[src/hdl/wia_pkg.sv]
// wia_pkg: request/response types, opcodes, status codes and bit-count helpers
// for the integer alu pipeline; no dependencies
`default_nettype none

package wia_pkg;

   localparam int DIV_STEPS = 64;

   typedef struct packed {
      logic [7:0]  cmd;
      logic [63:0] operand_a;
      logic [63:0] operand_b;
      logic [63:0] operand_c;
      logic [63:0] immediate;
   } req_type;

   typedef struct packed {
      logic [63:0] result;
      logic [2:0]  status;
   } rsp_type;

   // status codes
   localparam logic [2:0] ST_OK       = 3'd0;
   localparam logic [2:0] ST_INVALID  = 3'd1;
   localparam logic [2:0] ST_CALLTYPE = 3'd2;
   localparam logic [2:0] ST_DIVZERO  = 3'd3;
   localparam logic [2:0] ST_OVERFLOW = 3'd4;

   // result source at the last stage
   localparam logic [1:0] KIND_SIMPLE = 2'd0;
   localparam logic [1:0] KIND_MUL    = 2'd1;
   localparam logic [1:0] KIND_DIV    = 2'd2;

   localparam logic [7:0] OP_PASS     = 8'h00;
   localparam logic [7:0] OP_BAD1     = 8'h01;
   localparam logic [7:0] OP_MIN      = 8'h02;
   localparam logic [7:0] OP_SELECT   = 8'h03;
   localparam logic [7:0] OP_BRTABLE  = 8'h04;
   localparam logic [7:0] OP_BAD6     = 8'h06;
   localparam logic [7:0] OP_CALLCHK  = 8'h07;
   localparam logic [7:0] OP_I32_EQZ  = 8'h45;
   localparam logic [7:0] OP_I32_EQ   = 8'h46;
   localparam logic [7:0] OP_I32_NE   = 8'h47;
   localparam logic [7:0] OP_I32_LT_S = 8'h48;
   localparam logic [7:0] OP_I32_LT_U = 8'h49;
   localparam logic [7:0] OP_I32_GT_S = 8'h4a;
   localparam logic [7:0] OP_I32_GT_U = 8'h4b;
   localparam logic [7:0] OP_I32_LE_S = 8'h4c;
   localparam logic [7:0] OP_I32_LE_U = 8'h4d;
   localparam logic [7:0] OP_I32_GE_S = 8'h4e;
   localparam logic [7:0] OP_I32_GE_U = 8'h4f;
   localparam logic [7:0] OP_I64_EQZ  = 8'h50;
   localparam logic [7:0] OP_I64_EQ   = 8'h51;
   localparam logic [7:0] OP_I64_NE   = 8'h52;
   localparam logic [7:0] OP_I64_LT_S = 8'h53;
   localparam logic [7:0] OP_I64_LT_U = 8'h54;
   localparam logic [7:0] OP_I64_GT_S = 8'h55;
   localparam logic [7:0] OP_I64_GT_U = 8'h56;
   localparam logic [7:0] OP_I64_LE_S = 8'h57;
   localparam logic [7:0] OP_I64_LE_U = 8'h58;
   localparam logic [7:0] OP_I64_GE_S = 8'h59;
   localparam logic [7:0] OP_I64_GE_U = 8'h5a;
   localparam logic [7:0] OP_I32_CLZ  = 8'h67;
   localparam logic [7:0] OP_I32_CTZ  = 8'h68;
   localparam logic [7:0] OP_I32_POP  = 8'h69;
   localparam logic [7:0] OP_I32_ADD  = 8'h6a;
   localparam logic [7:0] OP_I32_SUB  = 8'h6b;
   localparam logic [7:0] OP_I32_MUL  = 8'h6c;
   localparam logic [7:0] OP_I32_DIVS = 8'h6d;
   localparam logic [7:0] OP_I32_DIVU = 8'h6e;
   localparam logic [7:0] OP_I32_REMS = 8'h6f;
   localparam logic [7:0] OP_I32_REMU = 8'h70;
   localparam logic [7:0] OP_I32_AND  = 8'h71;
   localparam logic [7:0] OP_I32_OR   = 8'h72;
   localparam logic [7:0] OP_I32_XOR  = 8'h73;
   localparam logic [7:0] OP_I32_SHL  = 8'h74;
   localparam logic [7:0] OP_I32_SHRS = 8'h75;
   localparam logic [7:0] OP_I32_SHRU = 8'h76;
   localparam logic [7:0] OP_I32_ROTL = 8'h77;
   localparam logic [7:0] OP_I32_ROTR = 8'h78;
   localparam logic [7:0] OP_I64_CLZ  = 8'h79;
   localparam logic [7:0] OP_I64_CTZ  = 8'h7a;
   localparam logic [7:0] OP_I64_POP  = 8'h7b;
   localparam logic [7:0] OP_I64_ADD  = 8'h7c;
   localparam logic [7:0] OP_I64_SUB  = 8'h7d;
   localparam logic [7:0] OP_I64_MUL  = 8'h7e;
   localparam logic [7:0] OP_I64_DIVS = 8'h7f;
   localparam logic [7:0] OP_I64_DIVU = 8'h80;
   localparam logic [7:0] OP_I64_REMS = 8'h81;
   localparam logic [7:0] OP_I64_REMU = 8'h82;
   localparam logic [7:0] OP_I64_AND  = 8'h83;
   localparam logic [7:0] OP_I64_OR   = 8'h84;
   localparam logic [7:0] OP_I64_XOR  = 8'h85;
   localparam logic [7:0] OP_I64_SHL  = 8'h86;
   localparam logic [7:0] OP_I64_SHRS = 8'h87;
   localparam logic [7:0] OP_I64_SHRU = 8'h88;
   localparam logic [7:0] OP_I64_ROTL = 8'h89;
   localparam logic [7:0] OP_I64_ROTR = 8'h8a;

   localparam logic [1:0] EXTRACT_TAG = 2'b11;

   // one pipeline slot: divider state plus everything the last stage needs
   typedef struct packed {
      logic [63:0] rem;
      logic [63:0] quo;
      logic [63:0] divisor;
      logic [63:0] result;
      logic [2:0]  status;
      logic [1:0]  kind;
      logic        is32;
      logic        want_rem;
      logic        neg_q;
      logic        neg_r;
      logic [63:0] pp0;
      logic [31:0] pp1;
      logic [31:0] pp2;
   } pipe_type;

   function automatic logic [6:0] clz64(input logic [63:0] x);
      logic [6:0] n;
      n = 7'd64;
      for (int i = 0; i < 64; i++) begin
         if (x[i]) n = 7'(63 - i);
      end
      return n;
   endfunction

   function automatic logic [6:0] ctz64(input logic [63:0] x);
      logic [6:0] n;
      n = 7'd64;
      for (int i = 63; i >= 0; i--) begin
         if (x[i]) n = 7'(i);
      end
      return n;
   endfunction

   function automatic logic [6:0] pop64(input logic [63:0] x);
      logic [6:0] n;
      n = 7'd0;
      for (int i = 0; i < 64; i++) begin
         n = n + 7'(x[i]);
      end
      return n;
   endfunction

endpackage

`default_nettype wire

[src/hdl/wia_div_step.sv]
// wia_div_step: one restoring-division stage, one quotient bit per stage;
// carries the rest of the pipeline slot along. uses wia_pkg
`default_nettype none

module wia_div_step (
   input  wire logic               clock,
   input  wire logic               reset,
   input  wire logic               advance,
   input  wire logic               in_valid,
   input  wire wia_pkg::pipe_type  in_stage,
   output logic                    out_valid,
   output wia_pkg::pipe_type       out_stage
);

   logic              valid_ff;
   wia_pkg::pipe_type stage_ff;
   wia_pkg::pipe_type stage_in;
   logic [64:0]       shifted;
   logic [64:0]       diff;
   logic              fits;

   assign shifted = {in_stage.rem, in_stage.quo[63]};
   assign diff    = shifted - {1'b0, in_stage.divisor};
   assign fits    = ~diff[64];

   always_comb begin
      stage_in     = in_stage;
      stage_in.rem = fits ? diff[63:0] : shifted[63:0];
      stage_in.quo = {in_stage.quo[62:0], fits};
   end

   always_ff @(posedge clock) begin
      if (reset) begin
         valid_ff <= 1'b0;
      end else if (advance) begin
         valid_ff <= in_valid;
      end
   end

   always_ff @(posedge clock) begin
      if (advance) begin
         stage_ff <= stage_in;
      end
   end

   assign out_valid = valid_ff;
   assign out_stage = stage_ff;

endmodule

`default_nettype wire

[config.mk]
export PLATFORM = sky130hd
export DESIGN_NAME = wia_div_step
export DESIGN_NICKNAME = d
export VERILOG_FILES = /design/src/hdl/wia_pkg.sv /design/src/hdl/wia_div_step.sv
export SDC_FILE = /design/constraint.sdc
export NUM_CORES = 1
export LEC_CHECK = 0
export ABC_AREA = 1
export BUFFER_PORTS_ARGS = -buffer_cell sky130_fd_sc_hd__buf_2
export CORE_AREA = 2 2 311 313
export DETAILED_ROUTE_END_ITERATION = 10
export DIE_AREA = 0 0 313 315
export PLACE_DENSITY = 0.49
export SLEW_MARGIN = 30
export SYNTH_ARGS = -nofsm -noshare
export SYNTH_HDL_FRONTEND = slang
export SYNTH_SLANG_ARGS = --single-unit
[constraint.sdc]
create_clock -name clock -period 2.6 [get_ports clock]
set_input_delay 0.13 -clock clock [delete_from_list [all_inputs] [get_ports clock]]
set_output_delay 0.13 -clock clock [all_outputs]
set_load 0.05 [all_outputs]
Word level (Yosys, flattened, before mapping)
Index checks and enable logic that the tools add are counted.
{ "word_totals": {"regBits": 394, "inputBits": 397, "output_inout_bits": 394, "wordCells": 17} }
{ "op_classes": {"addsub": 1, "n_mux": 1, "bitwise": 1} }
{ "ops": {"columns": ["cell", "n"], "rows": [
  ["subtractor 65 x 64 -> 65 bit", 1],
  ["two-way mux 64 bit", 1],
  ["NOT 1 bit", 1]
]} }

Longest topological paths before layout
{ "depth": {"depth_word": 2, "ltp_mapped": 20} }

Worst setup path before layout
No wires, ideal clock.
{ "synth_timing": {"path_type": "input-to-reg", "from": "input port in_stage[328] (netlist bit)", "to": "register stage_ff (netlist bit out_stage[370]), data pin", "t_arrival_ns": 1.927, "t_required_ns": 2.348, "path_slack_ns": 0.421, "stages": 19, "n_path_buf": 2, "cell_sequence": "inv_1 -> ha_1 -> fa_1 -> inv_1 -> nand2_1 -> nand2_1 -> nand3_1 -> nand2_2 -> nand2_1 -> nand2_2 -> nand2_1 -> nand2_2 -> nand2_2 -> nand3_1 -> nand2_2 -> buf_12 -> buf_12 -> nand2_2 -> nand2_1"} }
{ "synth_lines": {"columns": ["element", "line", "text"], "rows": [
  ["start, declared", "wia_div_step.sv:10", "input wire wia_pkg::pipe_type in_stage,"],
  ["end signal, assigned", "wia_div_step.sv:42", "stage_ff <= stage_in;"],
  ["end, declared", "wia_div_step.sv:16", "wia_pkg::pipe_type stage_ff;"]
]} }

==> results.json <==
{
  "status": "completed",
  "slew_viol_final": 0,
  "setup_tns_ns": 0,
  "worstPathArrival_ns": 2.87,
  "viasPerCell": 3.92,
  "drc": 0,
  "cts_buffers": 49,
  "cp_common_cell": "nand2_1",
  "worst_pin_slew_ns": 0.510,
  "critPathCaptureType": "register",
  "synth_seq_cells": 394,
  "cp.buffers_inverters": 4,
  "grt_pass1_wl_microns": 141000,
  "core_region_area_sq_mm": 0.0957,
  "cts_tree": "yes",
  "antenna_left": 0,
  "fin_area_sq_mm": 0.0309,
  "antenna_found_initial": 29,
  "dr.first_iter.drc_count": 1104,
  "crit_end": "out_stage[382]",
  "drive_above_1_share": 0.301,
  "htree_levels": 2,
  "num_vias": 18100,
  "cts_max_path_buffers": 3,
  "cp.depth": 15,
  "postSynthCellCount": 2000,
  "fmax_mhz": 401,
  "ys_types": 33,
  "fp.dieH_microns": 315,
  "min_delay_path_depth": 6,
  "power_leakage_nw": 15.1,
  "finalNetCount": 3758,
  "timing.rr.start": "out_valid",
  "post-route-min-period_ns": 2.50,
  "cts_setup_buffers": 0,
  "hold_viol_final": 0,
  "required_ns": 2.97,
  "dieArea_sq_mm": 0.0986,
  "reg2reg_slack_ns": 1.47,
  "cap_violations": 0,
  "overflow": 0,
  "wl_microns": 107000,
  "start_kind": "input port",
  "ys_seq_area_frac": 0.620,
  "crit_start": "in_stage[221]",
  "grt_usage": 0.207,
  "pin_count": 791,
  "ir_worst_vdd_uv": 426,
  "root_buffer": "clkbuf_16",
  "place_hpwl_microns": 89500,
  "grt_max_degree": 56,
  "syn_area_per_cell_sq_um": 9.53,
  "reg2reg_depth": 3,
  "syn-num-nets": 2462,
  "worstReg2RegEnd": "out_valid",
  "place_area_sq_mm": 0.0251,
  "gp_congestion": 0.942,
  "ys_warn_count": 0,
  "syn_area_sq_mm": 0.0191,
  "grt_pass1_vias": 18500,
  "fin_worst_skew_ns": 0,
  "p_per_area_mw_per_mm2": 683,
  "area_growth_pct": 62.2,
  "critical_path_class": "in2reg",
  "min_period_over_period": 0.960,
  "slowest_stage": "dlygate4sd3_1",
  "rsz0062_at_grt": "no",
  "path_cells": "dlygate4sd3_1, buf_2, inv_1, ha_1, nand2_1, nor2_1, nand2_1, inv_1, nand3_1, nand3_1, nand2_1, nand4_1, nand2_1, nand2_1, nand2_1",
  "port_buffers": 790,
  "worstSkewPairLatency_ns": 0.61,
  "critPathMaxStageDelay_ns": 0.61,
  "clock_sinks": 394,
  "wl_per_cell_microns": 23.1,
  "cp_max_fo": 4,
  "clk_pin_slew_worst_paths_ns": 0.06,
  "initial_core_util": 0.199,
  "worstHoldPathType": "in2reg",
  "final-setup-viol-count": 0,
  "rows": 114,
  "maxSlewHeadroom": 0.660,
  "firstDrtPassIters": 5,
  "crit_family": "simple AND/OR/NAND/NOR gates",
  "fp.dieW_microns": 313
}
==> worst min-delay path by stage <==
stage               slack [ns]              to     startpoint
detailed placement        0.31  out_stage[189]  in_stage[189]
CTS                       0.12  out_stage[357]  in_stage[392]
global placement          0.31  out_stage[290]  in_stage[289]
global route              0.19  out_stage[355]  in_stage[392]
finish                    0.17  out_stage[358]  in_stage[392]
floorplan                 0.20       out_valid          reset
==> what timing repair did <==
item | 4_1_cts | 5_1_grt
gates resized for setup | 0 | 17
hold buffers | 395 | 0
setup endpoints to repair | 0 | 49
endpoints found under the hold margin | 428 | 0
==> kinds of logic after synthesis <==
kind of cell | after synthesis | synth area share
AOI/OAI and AO/OA | 65 | 0.0181
xor gates and xnor gates | 31 | 0.0142
adders and majority gates | 65 | 0.0431
buffers and inverters | 406 | 0.0847
DFF | 394 | 0.620
muxes | 1 | 0.000525
and+or+nand+nor | 1038 | 0.219
==> cell usage after synthesis <==
library cell	instances	area (sq um)
mux2i_1	1	10.0
nor2_2	7	43.8
or2_1	1	6.26
nor3_1	12	60.1
xor2_1	30	263
nor2_1	104	390
or2_2	1	6.26
dfxtp_1	1	20.0
nor4_1	3	18.8
nand2_2	29	181
nor4_2	1	12.5
inv_2	4	15.0
o21bai_1	8	60.1
nand3b_1	1	7.51
and3_1	2	12.5
o21ai_0	4	20.0
buf_2	6	30.0
ha_1	64	801
nand2_1	788	2960
nand2_4	1	11.3
nand3_1	70	350
a21oi_1	53	265
buf_8	2	30.0
buf_6	1	11.3
nor2_4	1	11.3
nand4_1	17	106
clkinv_1	1	3.75
fa_1	1	20.0
xnor2_1	1	8.76
buf_4	1	7.51
edfxtp_1	393	11800
buf_12	3	60.1
inv_1	388	1460
==> tightest hold or removal path, cell delays in order <==
cell and delay [ns]:
buf_2 0.11, nand2_2 0.07, nand2_4 0.09, buf_4 0.17, nand2_1 0.06, nand2_1 0.05
==> sequential cells by signal (all words and copies together), names as in the netlist <==
signal     cells
out_valid      1
out_stage    393
==> per-layer routing <==
metal	track usage	vias to the layer above	wire (microns)
met4	0.0978	22	5660
met2	0.361	558	52600
met3	0.0736	161	8660
li1	-	8942	-
met1	0.224	8447	39700
met5	0	-	120
==> per-stage QoR <==
stage	power, mW	instances	util	setup slack, ns	hold WS [ns]
floorplan	11.3	2000	-	0.421	0.202
global placement	13.4	4125	0.263	-0.0111	0.307
detailed placement	13.4	4125	0.263	0.00859	0.308
CTS	21.4	4608	0.322	0.0516	0.116
global route	22.0	4616	0.323	0.00224	0.188
finish	21.1	4623	0.323	0.103	0.167
==> area by class of cell <==
class                   count  area, sq um
multi-input cells        1200         5700
inverters                 393         1480
clock buffers              52         1240
well taps                1276         1600
fillers                 10200        64800
repair buffers           1258         8600
clock inverters            36          455
flip-flops and latches    394        11800
diodes                     14         35.0
==> layout by cell type (no fill, tap or decap), drive strengths merged <==
| cell type | count |
|---|---|
| xor2 | 30 |
| nand3 | 70 |
| fa | 1 |
| or2 | 2 |
| buf | 862 |
| xnor2 | 1 |
| bufinv | 8 |
| edfxtp | 393 |
| dfxtp | 1 |
| mux2i | 1 |
| nand3b | 1 |
| a21oi | 53 |
| nor3 | 12 |
| dlygate4sd3 | 395 |
| and3 | 2 |
| o21bai | 8 |
| nand2 | 818 |
| inv | 398 |
| diode | 14 |
| nor2 | 112 |
| clkbuf | 53 |
| clkinv | 16 |
| clkinvlp | 7 |
| ha | 64 |
| o21ai | 4 |
| nand4 | 17 |
| nor4 | 4 |
==> power breakdown <==
group	leakage (nW)	internal [mW]	total, mW	switching, mW
registers	3.85	7.67	7.85	0.177
logic	10.5	1.66	5.93	4.27
clock network	0.806	4.29	7.34	3.05
total	15.1	13.6	21.1	7.50
Power figures use the tool's default switching activity.
