## config.mk

```make
export PLATFORM = sky130hd
export DESIGN_NAME = wia_back
export DESIGN_NICKNAME = d
export VERILOG_FILES = /design/src/hdl/wia_pkg.sv /design/src/hdl/wia_back.sv
export SDC_FILE = /design/constraint.sdc
export NUM_CORES = 1
export LEC_CHECK = 0
export BUFFER_PORTS_ARGS = -buffer_cell sky130_fd_sc_hd__buf_2
export CAP_MARGIN = 20
export CORE_AREA = 2 2 183 185
export DETAILED_ROUTE_END_ITERATION = 6
export DIE_AREA = 0 0 185 187
export HOLD_SLACK_MARGIN = 0.02
export PLACE_DENSITY = 0.55
export SLEW_MARGIN = 20
export SYNTH_ARGS = -nofsm -noshare
export SYNTH_HDL_FRONTEND = slang
export SYNTH_SLANG_ARGS = --single-unit
```

## constraint.sdc

```tcl
create_clock -name clock -period 4.23 [get_ports clock]
set_clock_uncertainty 0.15 [all_clocks]
set_input_delay 0 -clock clock [delete_from_list [all_inputs] [get_ports clock]]
set_output_delay 0 -clock clock [all_outputs]
set_load 0.1 [all_outputs]
```

## src/hdl/wia_pkg.sv

```systemverilog
// wia_pkg: request/response types, opcodes, status codes and bit-count helpers
// for the integer alu pipeline; no dependencies
`default_nettype none

package wia_pkg;

   localparam int DIV_STEPS = 64;

   typedef struct packed {
      logic [7:0]  cmd;
      logic [63:0] operand_a;
      logic [63:0] operand_b;
      logic [63:0] operand_c;
      logic [63:0] immediate;
   } req_type;

   typedef struct packed {
      logic [63:0] result;
      logic [2:0]  status;
   } rsp_type;

   // status codes
   localparam logic [2:0] ST_OK       = 3'd0;
   localparam logic [2:0] ST_INVALID  = 3'd1;
   localparam logic [2:0] ST_CALLTYPE = 3'd2;
   localparam logic [2:0] ST_DIVZERO  = 3'd3;
   localparam logic [2:0] ST_OVERFLOW = 3'd4;

   // result source at the last stage
   localparam logic [1:0] KIND_SIMPLE = 2'd0;
   localparam logic [1:0] KIND_MUL    = 2'd1;
   localparam logic [1:0] KIND_DIV    = 2'd2;

   localparam logic [7:0] OP_PASS     = 8'h00;
   localparam logic [7:0] OP_BAD1     = 8'h01;
   localparam logic [7:0] OP_MIN      = 8'h02;
   localparam logic [7:0] OP_SELECT   = 8'h03;
   localparam logic [7:0] OP_BRTABLE  = 8'h04;
   localparam logic [7:0] OP_BAD6     = 8'h06;
   localparam logic [7:0] OP_CALLCHK  = 8'h07;
   localparam logic [7:0] OP_I32_EQZ  = 8'h45;
   localparam logic [7:0] OP_I32_EQ   = 8'h46;
   localparam logic [7:0] OP_I32_NE   = 8'h47;
   localparam logic [7:0] OP_I32_LT_S = 8'h48;
   localparam logic [7:0] OP_I32_LT_U = 8'h49;
   localparam logic [7:0] OP_I32_GT_S = 8'h4a;
   localparam logic [7:0] OP_I32_GT_U = 8'h4b;
   localparam logic [7:0] OP_I32_LE_S = 8'h4c;
   localparam logic [7:0] OP_I32_LE_U = 8'h4d;
   localparam logic [7:0] OP_I32_GE_S = 8'h4e;
   localparam logic [7:0] OP_I32_GE_U = 8'h4f;
   localparam logic [7:0] OP_I64_EQZ  = 8'h50;
   localparam logic [7:0] OP_I64_EQ   = 8'h51;
   localparam logic [7:0] OP_I64_NE   = 8'h52;
   localparam logic [7:0] OP_I64_LT_S = 8'h53;
   localparam logic [7:0] OP_I64_LT_U = 8'h54;
   localparam logic [7:0] OP_I64_GT_S = 8'h55;
   localparam logic [7:0] OP_I64_GT_U = 8'h56;
   localparam logic [7:0] OP_I64_LE_S = 8'h57;
   localparam logic [7:0] OP_I64_LE_U = 8'h58;
   localparam logic [7:0] OP_I64_GE_S = 8'h59;
   localparam logic [7:0] OP_I64_GE_U = 8'h5a;
   localparam logic [7:0] OP_I32_CLZ  = 8'h67;
   localparam logic [7:0] OP_I32_CTZ  = 8'h68;
   localparam logic [7:0] OP_I32_POP  = 8'h69;
   localparam logic [7:0] OP_I32_ADD  = 8'h6a;
   localparam logic [7:0] OP_I32_SUB  = 8'h6b;
   localparam logic [7:0] OP_I32_MUL  = 8'h6c;
   localparam logic [7:0] OP_I32_DIVS = 8'h6d;
   localparam logic [7:0] OP_I32_DIVU = 8'h6e;
   localparam logic [7:0] OP_I32_REMS = 8'h6f;
   localparam logic [7:0] OP_I32_REMU = 8'h70;
   localparam logic [7:0] OP_I32_AND  = 8'h71;
   localparam logic [7:0] OP_I32_OR   = 8'h72;
   localparam logic [7:0] OP_I32_XOR  = 8'h73;
   localparam logic [7:0] OP_I32_SHL  = 8'h74;
   localparam logic [7:0] OP_I32_SHRS = 8'h75;
   localparam logic [7:0] OP_I32_SHRU = 8'h76;
   localparam logic [7:0] OP_I32_ROTL = 8'h77;
   localparam logic [7:0] OP_I32_ROTR = 8'h78;
   localparam logic [7:0] OP_I64_CLZ  = 8'h79;
   localparam logic [7:0] OP_I64_CTZ  = 8'h7a;
   localparam logic [7:0] OP_I64_POP  = 8'h7b;
   localparam logic [7:0] OP_I64_ADD  = 8'h7c;
   localparam logic [7:0] OP_I64_SUB  = 8'h7d;
   localparam logic [7:0] OP_I64_MUL  = 8'h7e;
   localparam logic [7:0] OP_I64_DIVS = 8'h7f;
   localparam logic [7:0] OP_I64_DIVU = 8'h80;
   localparam logic [7:0] OP_I64_REMS = 8'h81;
   localparam logic [7:0] OP_I64_REMU = 8'h82;
   localparam logic [7:0] OP_I64_AND  = 8'h83;
   localparam logic [7:0] OP_I64_OR   = 8'h84;
   localparam logic [7:0] OP_I64_XOR  = 8'h85;
   localparam logic [7:0] OP_I64_SHL  = 8'h86;
   localparam logic [7:0] OP_I64_SHRS = 8'h87;
   localparam logic [7:0] OP_I64_SHRU = 8'h88;
   localparam logic [7:0] OP_I64_ROTL = 8'h89;
   localparam logic [7:0] OP_I64_ROTR = 8'h8a;

   localparam logic [1:0] EXTRACT_TAG = 2'b11;

   // one pipeline slot: divider state plus everything the last stage needs
   typedef struct packed {
      logic [63:0] rem;
      logic [63:0] quo;
      logic [63:0] divisor;
      logic [63:0] result;
      logic [2:0]  status;
      logic [1:0]  kind;
      logic        is32;
      logic        want_rem;
      logic        neg_q;
      logic        neg_r;
      logic [63:0] pp0;
      logic [31:0] pp1;
      logic [31:0] pp2;
   } pipe_type;

   function automatic logic [6:0] clz64(input logic [63:0] x);
      logic [6:0] n;
      n = 7'd64;
      for (int i = 0; i < 64; i++) begin
         if (x[i]) n = 7'(63 - i);
      end
      return n;
   endfunction

   function automatic logic [6:0] ctz64(input logic [63:0] x);
      logic [6:0] n;
      n = 7'd64;
      for (int i = 63; i >= 0; i--) begin
         if (x[i]) n = 7'(i);
      end
      return n;
   endfunction

   function automatic logic [6:0] pop64(input logic [63:0] x);
      logic [6:0] n;
      n = 7'd0;
      for (int i = 0; i < 64; i++) begin
         n = n + 7'(x[i]);
      end
      return n;
   endfunction

endpackage

`default_nettype wire

```

## src/hdl/wia_back.sv

```systemverilog
// wia_back: final stage; sign-corrects quotient and remainder, sums the
// multiply partial products and holds the response. uses wia_pkg
`default_nettype none

module wia_back (
   input  wire logic               clock,
   input  wire logic               reset,
   input  wire logic               advance,
   input  wire logic               in_valid,
   input  wire wia_pkg::pipe_type  in_stage,
   output logic                    out_valid,
   output wia_pkg::rsp_type        out_item
);

   logic             valid_ff;
   wia_pkg::rsp_type item_ff;
   wia_pkg::rsp_type item_in;
   logic [63:0]      quo_fix, rem_fix, div_val, mul_val;

   assign quo_fix = in_stage.neg_q ? (64'd0 - in_stage.quo) : in_stage.quo;
   assign rem_fix = in_stage.neg_r ? (64'd0 - in_stage.rem) : in_stage.rem;
   assign div_val = in_stage.want_rem ? rem_fix : quo_fix;
   assign mul_val = in_stage.pp0 + {in_stage.pp1 + in_stage.pp2, 32'd0};

   always_comb begin
      item_in.status = in_stage.status;
      case (in_stage.kind)
         wia_pkg::KIND_MUL:
            item_in.result = in_stage.is32 ? {32'd0, in_stage.pp0[31:0]} : mul_val;
         wia_pkg::KIND_DIV:
            item_in.result = in_stage.is32 ? {32'd0, div_val[31:0]} : div_val;
         default:
            item_in.result = in_stage.result;
      endcase
   end

   always_ff @(posedge clock) begin
      if (reset) begin
         valid_ff <= 1'b0;
      end else if (advance) begin
         valid_ff <= in_valid;
      end
   end

   always_ff @(posedge clock) begin
      if (advance) begin
         item_ff <= item_in;
      end
   end

   assign out_valid = valid_ff;
   assign out_item  = item_ff;

endmodule

`default_nettype wire

```

# [Word-level counts from Yosys, hierarchy flattened]
# Cells that the tools add are included.
[totals] latchBits=0 wordCells=15 memories=0 out_inout_bits=68 rom_bits=0 ff_bits=68 mem_bits_rw=0
[op_classes] magnitude_cmp=0 shift=0 n_mul=0 reduce_logical=0 n_div=0 n_bitwise=0 n_addsub=4 muxes=6 eq_ne=2
[ops] cell="64-bit 2-to-1 mux" n=5
[ops] cell="64-bit one-hot mux with 2 select lines" n=1
[ops] cell="1-bit by 64-bit subtractor with 64-bit output, first input constant" n=2
[ops] cell="64-bit adder" n=1
[ops] cell="32-bit adder" n=1
[ops] cell="2-bit by 1-bit == test with 1-bit output, second input constant" n=1
[ops] cell="2-bit == test, second input constant" n=1

# [Depth between registers and ports, before layout]
# Gate-level depths: netlist (run 1).
[depth] depth_word=5 depth_mapped=25 depth_no_buf=24

# [Worst setup path after synthesis (run 1)]
# OpenSTA, ideal clock, no wires.
[synth_timing] path_kind="in2reg" from="input port in_stage[3] in the netlist's numbering" to="register item_ff (netlist bit out_item[63]), data pin" n_path_buf=0 setup_slack_ns=-0.130 arrival_ns=3.949 t_required_ns=3.819 setup_time_ns=0.261 path_stages=20 path_cell_list="ha_1 > a21o_1 > a21oi_1 > a21bo_2 > o311ai_0 > o31ai_1 > or2_2 > o21ai_0 > xnor2_1 > ha_1 > a21o_1 > a21o_1 > a21oi_1 > o21ai_0 > a21o_1 > a21o_1 > a21oi_1 > or2_2 > a21oi_1 > o32a_1"
[synth_rtl] element="start, declared" line_no="wia_back.sv:10" source="input wire wia_pkg::pipe_type in_stage,"
[synth_rtl] element="end signal, assigned" line_no="wia_back.sv:47" source="item_ff <= item_in;"
[synth_rtl] element="end, declared" line_no="wia_back.sv:16" source="wia_pkg::rsp_type item_ff;"

==> results.json, run 1 <==
{
  "status": "finished clean",
  "required_ns": 4.15,
  "area_growth_pct": 50.3,
  "synth_area_sq_um": 9930,
  "setup.worst_path.class": "primary input to flip-flop",
  "gp_congestion": 0.917,
  "grt_use_total_pct": 25.4,
  "final_core_util_pct": 45.4,
  "final_nets": 2339,
  "hold_path.startpoint": "in_stage[326]",
  "power_density_nw_per_um2": 313,
  "post-route-drc-count": 0,
  "ys_top_cells_by_count": "167 x nand2_1, 134 x o21ai_0, 100 x a21oi_1",
  "grt_start_max_net_pins": 76,
  "clkTransAtPathRegs_ns": 0.07,
  "synth_nets": 1757,
  "synth_area_leaders": "edfxtp_1 20%, ha_1 8.6%, xnor2_1 8.5%, xor2_1 6.9%, o21ai_0 6.8%",
  "yosysTopAreaCellShare_pct": 20.3,
  "grt_overflow": 0,
  "io_pins": 465,
  "synth_cell_types": 75,
  "cts_max_level": 3,
  "setup_viol": 0,
  "r2r-start": "out_valid$_SDFFE_PP0P_",
  "p_leak_nw": 6.54,
  "cts_tree": "built",
  "critPathMaxFanout": 4,
  "ir_worst_vdd_v": 0.000180,
  "drv_slew": 0,
  "grt_pass1_wl_mm": 67.2,
  "grt_pass1_vias": 11800,
  "filler_cell_count": 3439,
  "fmaxAchievable_mhz": 248,
  "drt_iter0_drc": 809,
  "maxCapViolations": 0,
  "timing.final.ws_setup_ns": 0.198,
  "start_util_pct": 30.2,
  "hp-class": "primary input to flip-flop",
  "postRouteAntennaNets": 0,
  "rsz0062_at_grt": "yes",
  "synth_largest_area_cell": "edfxtp_1",
  "synth_edf_count": 67,
  "hpwlAfterDp_mm": 36.8,
  "core_sq_um": 32900,
  "period_needed_ns": 4.03,
  "post-route-period-util_pct": 95.3,
  "synth_most_common_cell": "nand2_1",
  "row_count": 67,
  "ys_seq_elements": 68,
  "critPathSlowestCell": "a2111o_1",
  "synth-seq-area-share_pct": 20.5,
  "cts_made_buffers": 9,
  "end_kind": "flip-flop",
  "synth_top_flop_cell": "edfxtp_1",
  "drive_gt1_share_pct": 33.2,
  "slew_headroom_pct": 26.1,
  "rrSetupSlack_ns": 2.95,
  "clock_path_buffers": 2,
  "arrival_ns": 3.95,
  "cts_sinks": 68,
  "via_per_inst": 5.21,
  "cts-root-buf": "clkbuf_16",
  "crit_start": "in_stage[32]",
  "worstSetupStartpointType": "primary input",
  "tightest_slew_ns": 1.11,
  "antenna_found_initial": 29,
  "clk_latency_ns": 0.35,
  "pre_cts_ws_ns": -0.470,
  "ys_warn_count": 0,
  "detail_route.wirelength_mm": 45.3,
  "crit_chain": "buf_6, ha_4, inv_2, fa_2, nor2b_2, o31a_1, o21ai_2, nand2_1, a21o_1, a21oi_2, xnor2_1, ha_1, a21o_1, a2111o_1, o21ai_2, buf_6, nor2_1, a211oi_2, a311oi_2, a41oi_1, buf_4, o211ai_1, xnor2_1, o221ai_1",
  "async_flop_share_pct": 0,
  "die_area_sq_um": 34600,
  "fp.dieW_um": 185,
  "detail_route.wl_per_cell_um": 19.3,
  "finalHoldViolations": 0,
  "fin_setup_tns_ns": 0,
  "avgSynthCellArea_sq_um": 7.70,
  "die_h_um": 187,
  "vias": 12200,
  "syn_inst": 1290,
  "cpPeakStageDelay_ns": 0.36,
  "firstDrtPassIters": 5,
  "portBuffers": 400
}
sequential cells by signal (all words and copies together) (netlist names):
signal and flops:
out_valid 1, out_item 67
worst paths after layout:
| check | depth (start not counted) | to |
|---|---|---|
| max | 24 | out_item[66]$_DFFE_PP_ |
| min reg2reg | 3 | out_valid$_SDFFE_PP0P_ |
| min | 4 | out_item[64]$_DFFE_PP_ |
| max reg2reg | 3 | out_valid$_SDFFE_PP0P_ |
metrics by stage:
step	cell area (sq um)	cells	total power [mW]	hold slack [ns]
finish	14900	2346	4.67	0.0526
global route	14900	2339	4.93	0.0822
CTS	14600	2320	4.58	0.0349
detailed placement	13200	2202	3.47	0.0109
global placement	13200	2202	3.46	0.00902
floorplan	9940	1290	2.54	-0.0776
power breakdown:
| part | internal, mW | total [mW] | leakage, nW | switching, mW |
|---|---|---|---|---|
| logic | 1.12 | 2.82 | 5.70 | 1.70 |
| registers | 0.838 | 0.861 | 0.657 | 0.0227 |
| clock network | 0.641 | 0.990 | 0.180 | 0.349 |
metal layers:
layer  up-vias  GRT usage [%]  part of all wire (%)
met5         -              0                  0.24
met4        18           7.42                   2.1
met2       418           42.4                    47
met3        57           5.35                   7.7
met1      5696           32.7                    43
li1       6037              -                     -
worst max-delay path, delay by kind of cell:
kind / cells / cell delay [ns]
buffers and inverters: 4 / 0.44
AND/OR/NAND/NOR: 3 / 0.18
XOR/XNOR: 2 / 0.26
adder cells (fa/ha/maj): 3 / 0.66
AO/OA/AOI/OAI: 12 / 2.41
layout make-up:
type | count | area (sq um) | area share, %
Inverter | 31 | 116 | 0.780
Timing Repair Buffer | 632 | 4020 | 26.9
Antenna cell | 21 | 52.6 | 0.352
Multi-Input combinational cell | 1130 | 7770 | 52.1
Clock buffer | 9 | 225 | 1.51
Sequential cell | 68 | 2030 | 13.6
Clock inverter | 7 | 146 | 0.981
Tap cell | 448 | 561 | 3.76
kinds of logic (layout without fill, tap and decap cells):
group,after synthesis,after routing,share of synthesized area [%]
adders and majority gates,70,70,8.97
muxes,7,7,0.706
other,0,21,0
buffers and inverters,92,679,3.50
xor gates and xnor gates,174,174,15.3
AOI/OAI and AO/OA,460,460,30.0
and+or+nand+nor,419,419,21.0
DFF,68,68,20.5
cells in the final DEF (no fill, tap or decap), types with 64 or more instances in the layout:
master         instances
a21oi_1               85
buf_2                396
buf_4                132
dlygate4sd3_1        101
edfxtp_1              67
ha_1                  64
nand2_1              165
nor2_1                71
o21ai_0              127
xnor2_1               94
xor2_1                78
what timing repair did:
action	CTS	global route
endpoints found under the setup margin	4	17
hold buffers	101	0
buffers inserted	1	6
endpoints found under the hold margin	68	0
gates resized for setup	4	48
pin swaps	2	40
Power figures use the tool's default switching activity.
==> inputs of run 2 (changes only) <==
--- a/config.mk
+++ b/config.mk
@@ -14,3 +14,3 @@
 export PLACE_DENSITY = 0.55
-export SLEW_MARGIN = 20
+export SLEW_MARGIN = 5
 export SYNTH_ARGS = -nofsm -noshare
==> constraint.sdc (replaced) <==
create_clock -name clock -period 4.23 [get_ports clock]
set_clock_uncertainty 0.15 [all_clocks]
set_input_delay 1.0575 -clock clock [delete_from_list [all_inputs] [get_ports clock]]
set_output_delay 1.0575 -clock clock [all_outputs]
set_load 0.1 [all_outputs]
==> run 2 against run 1 <==
Effect of this change:
- the run now ends with setup timing left
- maximum frequency down 21%
- combinational power up 9.9%
- routed wire length down 0.89%
- via count up 2.4%
- non-clock buffer count up 55
- power up 2.0%
- largest cell class unchanged
- core utilization up 1.7 points
- die area unchanged
- sequential share of layout area down 0.49 points
- sequential cell count unchanged
- critical path type unchanged
- sequential power about the same
- cell area up 3.8%
==> results.json, run 2 (synthesis results as in run 1) <==
{
  "status": "finished with violations",
  "failed_checks": "setup timing",
  "die_h_um": 187,
  "worstSetupStartpointType": "primary input",
  "firstDrtPassIters": 6,
  "rrSetupSlack_ns": 3.50,
  "drt_iter0_drc": 889,
  "arrival_ns": 5.11,
  "grtUsageMet2_pct": 40.6,
  "r2r-start": "out_valid$_SDFFE_PP0P_",
  "final_nets": 2394,
  "cts_made_buffers": 9,
  "grt_pass1_wl_mm": 67.0,
  "row_count": 67,
  "period_needed_ns": 5.12,
  "grtUsageMet3_pct": 6.23,
  "hold_path.startpoint": "out_valid$_SDFFE_PP0P_",
  "largest_reg_flops": 67,
  "cts_max_level": 3,
  "tightest_slew_ns": 1.05,
  "detail_route.wirelength_mm": 44.9,
  "pre_cts_ws_ns": -1.41,
  "met1_usage_pct": 32.9,
  "cts_tree": "built",
  "hpwlAfterDp_mm": 37.2,
  "slew_headroom_pct": 30.3,
  "core_sq_um": 32900,
  "die_area_sq_um": 34600,
  "place_inst": 2339,
  "grt_start_max_net_pins": 78,
  "layout_common_cells": "396 x buf_2, 277 x buf_4, 165 x nand2_1, 114 x o21ai_0, 90 x xnor2_1",
  "drv_slew": 0,
  "setup.worst_path.class": "primary input to flip-flop",
  "clkTransAtPathRegs_ns": 0.07,
  "post-route-period-util_pct": 121,
  "filler_cell_count": 3440,
  "rr_endpoint": "out_valid$_SDFFE_PP0P_",
  "fmaxAchievable_mhz": 195,
  "timing.final.ws_setup_ns": -0.891,
  "hp-class": "flip-flop to flip-flop",
  "setup_viol": 22,
  "detail_route.wl_per_cell_um": 18.7,
  "end_kind": "flip-flop",
  "maxCapViolations": 0,
  "critPathSlowestCell": "a211o_1",
  "reg2reg_depth": 2,
  "grt_use_total_pct": 25.2,
  "required_ns": 4.21,
  "cp-endpoint": "out_item[63]$_DFFE_PP_",
  "total_power_mw": 4.76,
  "power_density_nw_per_um2": 307,
  "antenna_found_initial": 36,
  "clk_latency_ns": 0.36,
  "postRouteAntennaNets": 0,
  "worst_path_most_repeated_cell": "a21o_1",
  "cts_sinks": 68,
  "area_growth_pct": 56.0,
  "portBuffers": 400,
  "grt_overflow": 0,
  "critPathMaxFanout": 4,
  "ir_worst_vdd_v": 0.000200,
  "finalHoldViolations": 0,
  "vias": 12500,
  "p_leak_nw": 6.91,
  "rsz0062_at_grt": "yes",
  "crit_chain": "buf_6, ha_4, inv_2, fa_2, nor2b_2, o31a_1, o21ai_2, a211o_1, a31oi_2, a211o_1, a21o_1, a21oi_2, xnor2_1, ha_2, a21o_1, a21o_1, a21oi_2, o21ai_2, a21o_1, a21o_1, a21oi_2, or2_4, a21oi_2, o32a_1",
  "cpPeakStageDelay_ns": 0.39,
  "cts-root-buf": "clkbuf_16",
  "final_common_cell": "buf_2",
  "holdPathStages": 2,
  "top_usage_layer": "met2",
  "gp_congestion": 0.935,
  "final_core_util_pct": 47.1,
  "drive_gt1_share_pct": 42.9,
  "start_util_pct": 30.2,
  "fp.dieW_um": 185,
  "io_pins": 465,
  "post-route-drc-count": 0,
  "via_per_inst": 5.21,
  "crit_start": "in_stage[0]",
  "final_cell_count_no_fill": 2405,
  "grt_pass1_vias": 12000,
  "clock_path_buffers": 2
}
[run 2: changes by cell type in the layout (fill, tap and decap cells not counted), sizes merged]
cell / delta
buf: +156
dlygate4sd3: -101
diode: +4
bufinv: -3
clkinv: +2
clkinvlp: +2
inv: -1
[run 2: area by class of cell]
type,instances,area (sq um),area share [%]
antenna,25,62.6,0.404
clock buffer,9,225,1.45
tap,448,561,3.62
inverter,31,116,0.751
multi-input combinational,1130,8180,52.8
sequential,68,2030,13.1
clock inverter,7,67.6,0.436
timing repair buffer,687,4240,27.4
[run 2: timing repair]
| action | CTS | global route |
|---|---|---|
| setup endpoints to repair | 23 | 27 |
| hold buffers | 0 | 0 |
| resized for setup | 57 | 45 |
| buffers inserted | 19 | 9 |
| pin swaps | 68 | 51 |
[run 2: metrics by stage]
stage	setup TNS, ns	instance area [sq um]	hold WS, ns
2_1_floorplan	-10.22	10100	0.821
3_3_place_gp	-24.33	14400	0.324
3_5_place_dp	-25.28	14400	0.339
4_1_cts	-11.14	15100	0.354
5_1_grt	-17.79	15500	0.395
6_report	-12.84	15500	0.345
[run 2: worst max-delay path, delay by kind of cell]
family                     cells  cell delay [ns]
and+or+nand+nor                2             0.19
adders and majority gates      3             0.53
buffers and inverters          2             0.14
AOI/OAI and AO/OA             16             3.10
xor gates and xnor gates       1             0.09
[run 2: layer usage]
layer | vias to the layer above | routed length, um
met2 | 467 | 20700
met5 | - | 143
met4 | 22 | 1080
met1 | 5812 | 19400
li1 | 6149 | -
met3 | 72 | 3610
[run 2: power breakdown]
part | internal, mW | switching, mW
clock network | 0.453 | 0.350
registers | 0.838 | 0.0197
logic | 1.29 | 1.81
total | 2.58 | 2.18
[run 2: worst min-delay path by stage]
stage | end | slack [ns]
detailed placement | out_valid$_SDFFE_PP0P_ | 0.34
global placement | out_valid$_SDFFE_PP0P_ | 0.32
floorplan | out_valid$_SDFFE_PP0P_ | 0.82
global route | out_valid$_SDFFE_PP0P_ | 0.39
CTS | out_valid$_SDFFE_PP0P_ | 0.35
finish | out_valid$_SDFFE_PP0P_ | 0.35
==> inputs of run 3 (changes only) <==
RECOVER_POWER = 25   (was unset)
==> run 3 against run 2 <==
Effect of this change:
- the flow finishes with violations (capacitance limit, slew limit, setup timing)
- critical path depth stayed put
- register-to-register slack worse by 0.02 ns
- first-iteration DRC count stayed put
- clock-buffer cell count stayed put
- non-clock buffer count stayed put
- sequential power hardly changed
==> results.json, run 3 (synthesis results as in run 1) <==
{
  "firstDrtPassIters": 5,
  "filler_cell_count": 3442,
  "clk_latency_ns": 0.36,
  "area_growth_pct": 55.9,
  "crit_chain": "buf_6, ha_4, inv_2, fa_2, nor2b_2, o31a_1, o21ai_2, a211o_1, a31oi_2, a211o_1, a21o_1, a21oi_2, xnor2_1, ha_2, a21o_1, a21o_1, a21oi_2, o21ai_2, a21o_1, a21o_1, a21oi_2, or2_4, a21oi_2, o32a_1",
  "tightest_slew_ns": 2.06,
  "io_pins": 465,
  "layout_common_cells": "395 x buf_2, 276 x buf_4, 165 x nand2_1, 114 x o21ai_0, 90 x xnor2_1",
  "cts-root-buf": "clkbuf_16",
  "setup_viol": 22,
  "final_nets": 2394,
  "drive_gt1_share_pct": 42.9,
  "postRouteAntennaNets": 0,
  "ir_worst_vdd_v": 0.000201,
  "antenna_found_initial": 36,
  "die_h_um": 187,
  "drt_iter0_drc": 889,
  "grt_use_total_pct": 25.2,
  "final_cell_count_no_fill": 2405,
  "hp-class": "flip-flop to flip-flop",
  "rr_endpoint": "out_valid$_SDFFE_PP0P_",
  "cts_made_buffers": 9,
  "critPathSlowestCell": "a211o_1",
  "arrival_ns": 5.10,
  "critPathMaxFanout": 4,
  "rsz0062_at_grt": "yes",
  "crit_start": "in_stage[0]",
  "cp-endpoint": "out_item[63]$_DFFE_PP_",
  "grt_pass1_wl_mm": 67.0,
  "hold_path.startpoint": "out_valid$_SDFFE_PP0P_",
  "r2r-start": "out_valid$_SDFFE_PP0P_",
  "end_kind": "flip-flop",
  "worstSetupStartpointType": "primary input",
  "power_density_nw_per_um2": 308,
  "fmaxAchievable_mhz": 195,
  "post-route-period-util_pct": 121,
  "grt_start_max_net_pins": 78,
  "largest_reg_flops": 67,
  "cts_tree": "built",
  "cts_hold_buf": 0,
  "final_common_cell": "buf_2",
  "start_util_pct": 30.2,
  "grt_pass1_vias": 12000,
  "status": "finished with violations",
  "row_count": 67,
  "worst_path_most_repeated_cell": "a21o_1",
  "hpwlAfterDp_mm": 37.2,
  "clkTransAtPathRegs_ns": 0.07,
  "setup.worst_path.class": "primary input to flip-flop",
  "core_sq_um": 32900,
  "vias": 12500,
  "cts_max_level": 3,
  "failed_checks": "capacitance limit, slew limit, setup timing",
  "grt_overflow": 0,
  "die_area_sq_um": 34600,
  "post-route-drc-count": 0,
  "required_ns": 4.22,
  "clock_path_buffers": 2,
  "detail_route.wl_per_cell_um": 18.7,
  "detail_route.wirelength_mm": 45.0,
  "maxCapViolations": 1,
  "gp_congestion": 0.935,
  "total_power_mw": 4.76,
  "fp.dieW_um": 185,
  "drv_slew": 69,
  "reg2reg_depth": 2,
  "finalHoldViolations": 0,
  "period_needed_ns": 5.12,
  "place_inst": 2339,
  "via_per_inst": 5.21,
  "cts_sinks": 68,
  "p_leak_nw": 6.90,
  "cpPeakStageDelay_ns": 0.39,
  "slew_headroom_pct": -37.3,
  "portBuffers": 400,
  "rrSetupSlack_ns": 3.48,
  "timing.final.ws_setup_ns": -0.890
}
[run 3: cell count changes in the layout (fill, tap and decap cells not counted)]
| cell | change |
|---|---|
| buf_2 | -1 |
| clkbuf_1 | +1 |
| buf_4 | -1 |
| clkbuf_2 | +1 |
[run 3: worst min path at each step]
| stage | end | slack, ns | cells after the start |
|---|---|---|---|
| detailed placement | out_valid$_SDFFE_PP0P_ | 0.34 | 2 |
| CTS | out_valid$_SDFFE_PP0P_ | 0.35 | 2 |
| global route | out_valid$_SDFFE_PP0P_ | 0.39 | 2 |
| floorplan | out_valid$_SDFFE_PP0P_ | 0.82 | 2 |
| finish | out_valid$_SDFFE_PP0P_ | 0.35 | 2 |
| global placement | out_valid$_SDFFE_PP0P_ | 0.32 | 2 |
[run 3: routing by layer]
metal | track usage (%) | wire length, um | up-vias | share of wire (%)
li1 | - | - | 6148 | -
met2 | 40.6 | 20800 | 463 | 46
met1 | 32.9 | 19400 | 5837 | 43
met3 | 6.23 | 3570 | 72 | 7.9
met5 | 0 | 143 | - | 0.32
met4 | 8.24 | 1080 | 22 | 2.4
[run 3: per-stage QoR]
| step | instance area, sq um | setup TNS [ns] | utilization (%) | setup slack [ns] | hold slack (ns) |
|---|---|---|---|---|---|
| final | 15500 | -12.83 | 47.1 | -0.890 | 0.345 |
| after global routing | 15500 | -17.79 | 47.1 | -1.06 | 0.395 |
| after CTS | 15100 | -11.14 | 46.0 | -0.786 | 0.354 |
| after detailed placement | 14400 | -25.28 | 43.8 | -1.41 | 0.339 |
| after global placement | 14400 | -24.33 | 43.8 | -1.36 | 0.324 |
| after floorplan | 10100 | -10.22 | - | -0.919 | 0.821 |
[run 3: where the power goes]
part / switching [mW] / total [mW] / internal (mW)
clock network: 0.351 / 0.804 / 0.453
logic: 1.81 / 3.10 / 1.29
registers: 0.0197 / 0.859 / 0.839
[run 3: layout make-up]
cell class	instances	area, sq um	area share (%)
clock buffers	9	225	1.45
inverters	31	116	0.751
repair buffers	687	4240	27.4
diodes	25	62.6	0.404
flip-flops and latches	68	2030	13.1
multi-input cells	1130	8180	52.8
well taps	448	561	3.62
clock inverters	7	67.6	0.436
[run 3: worst max-delay path: cells and delay by family]
family,cells,cell delay [ns]
AO/OA/AOI/OAI,16,3.10
adder cells (fa/ha/maj),3,0.53
AND/OR/NAND/NOR,2,0.19
buffers and inverters,2,0.14
XOR/XNOR,1,0.09
[run 3: what timing repair did]
item,in CTS,in global routing
setup endpoints to repair,23,27
pin swaps,68,51
setup buffers,19,9
resized for setup,57,45
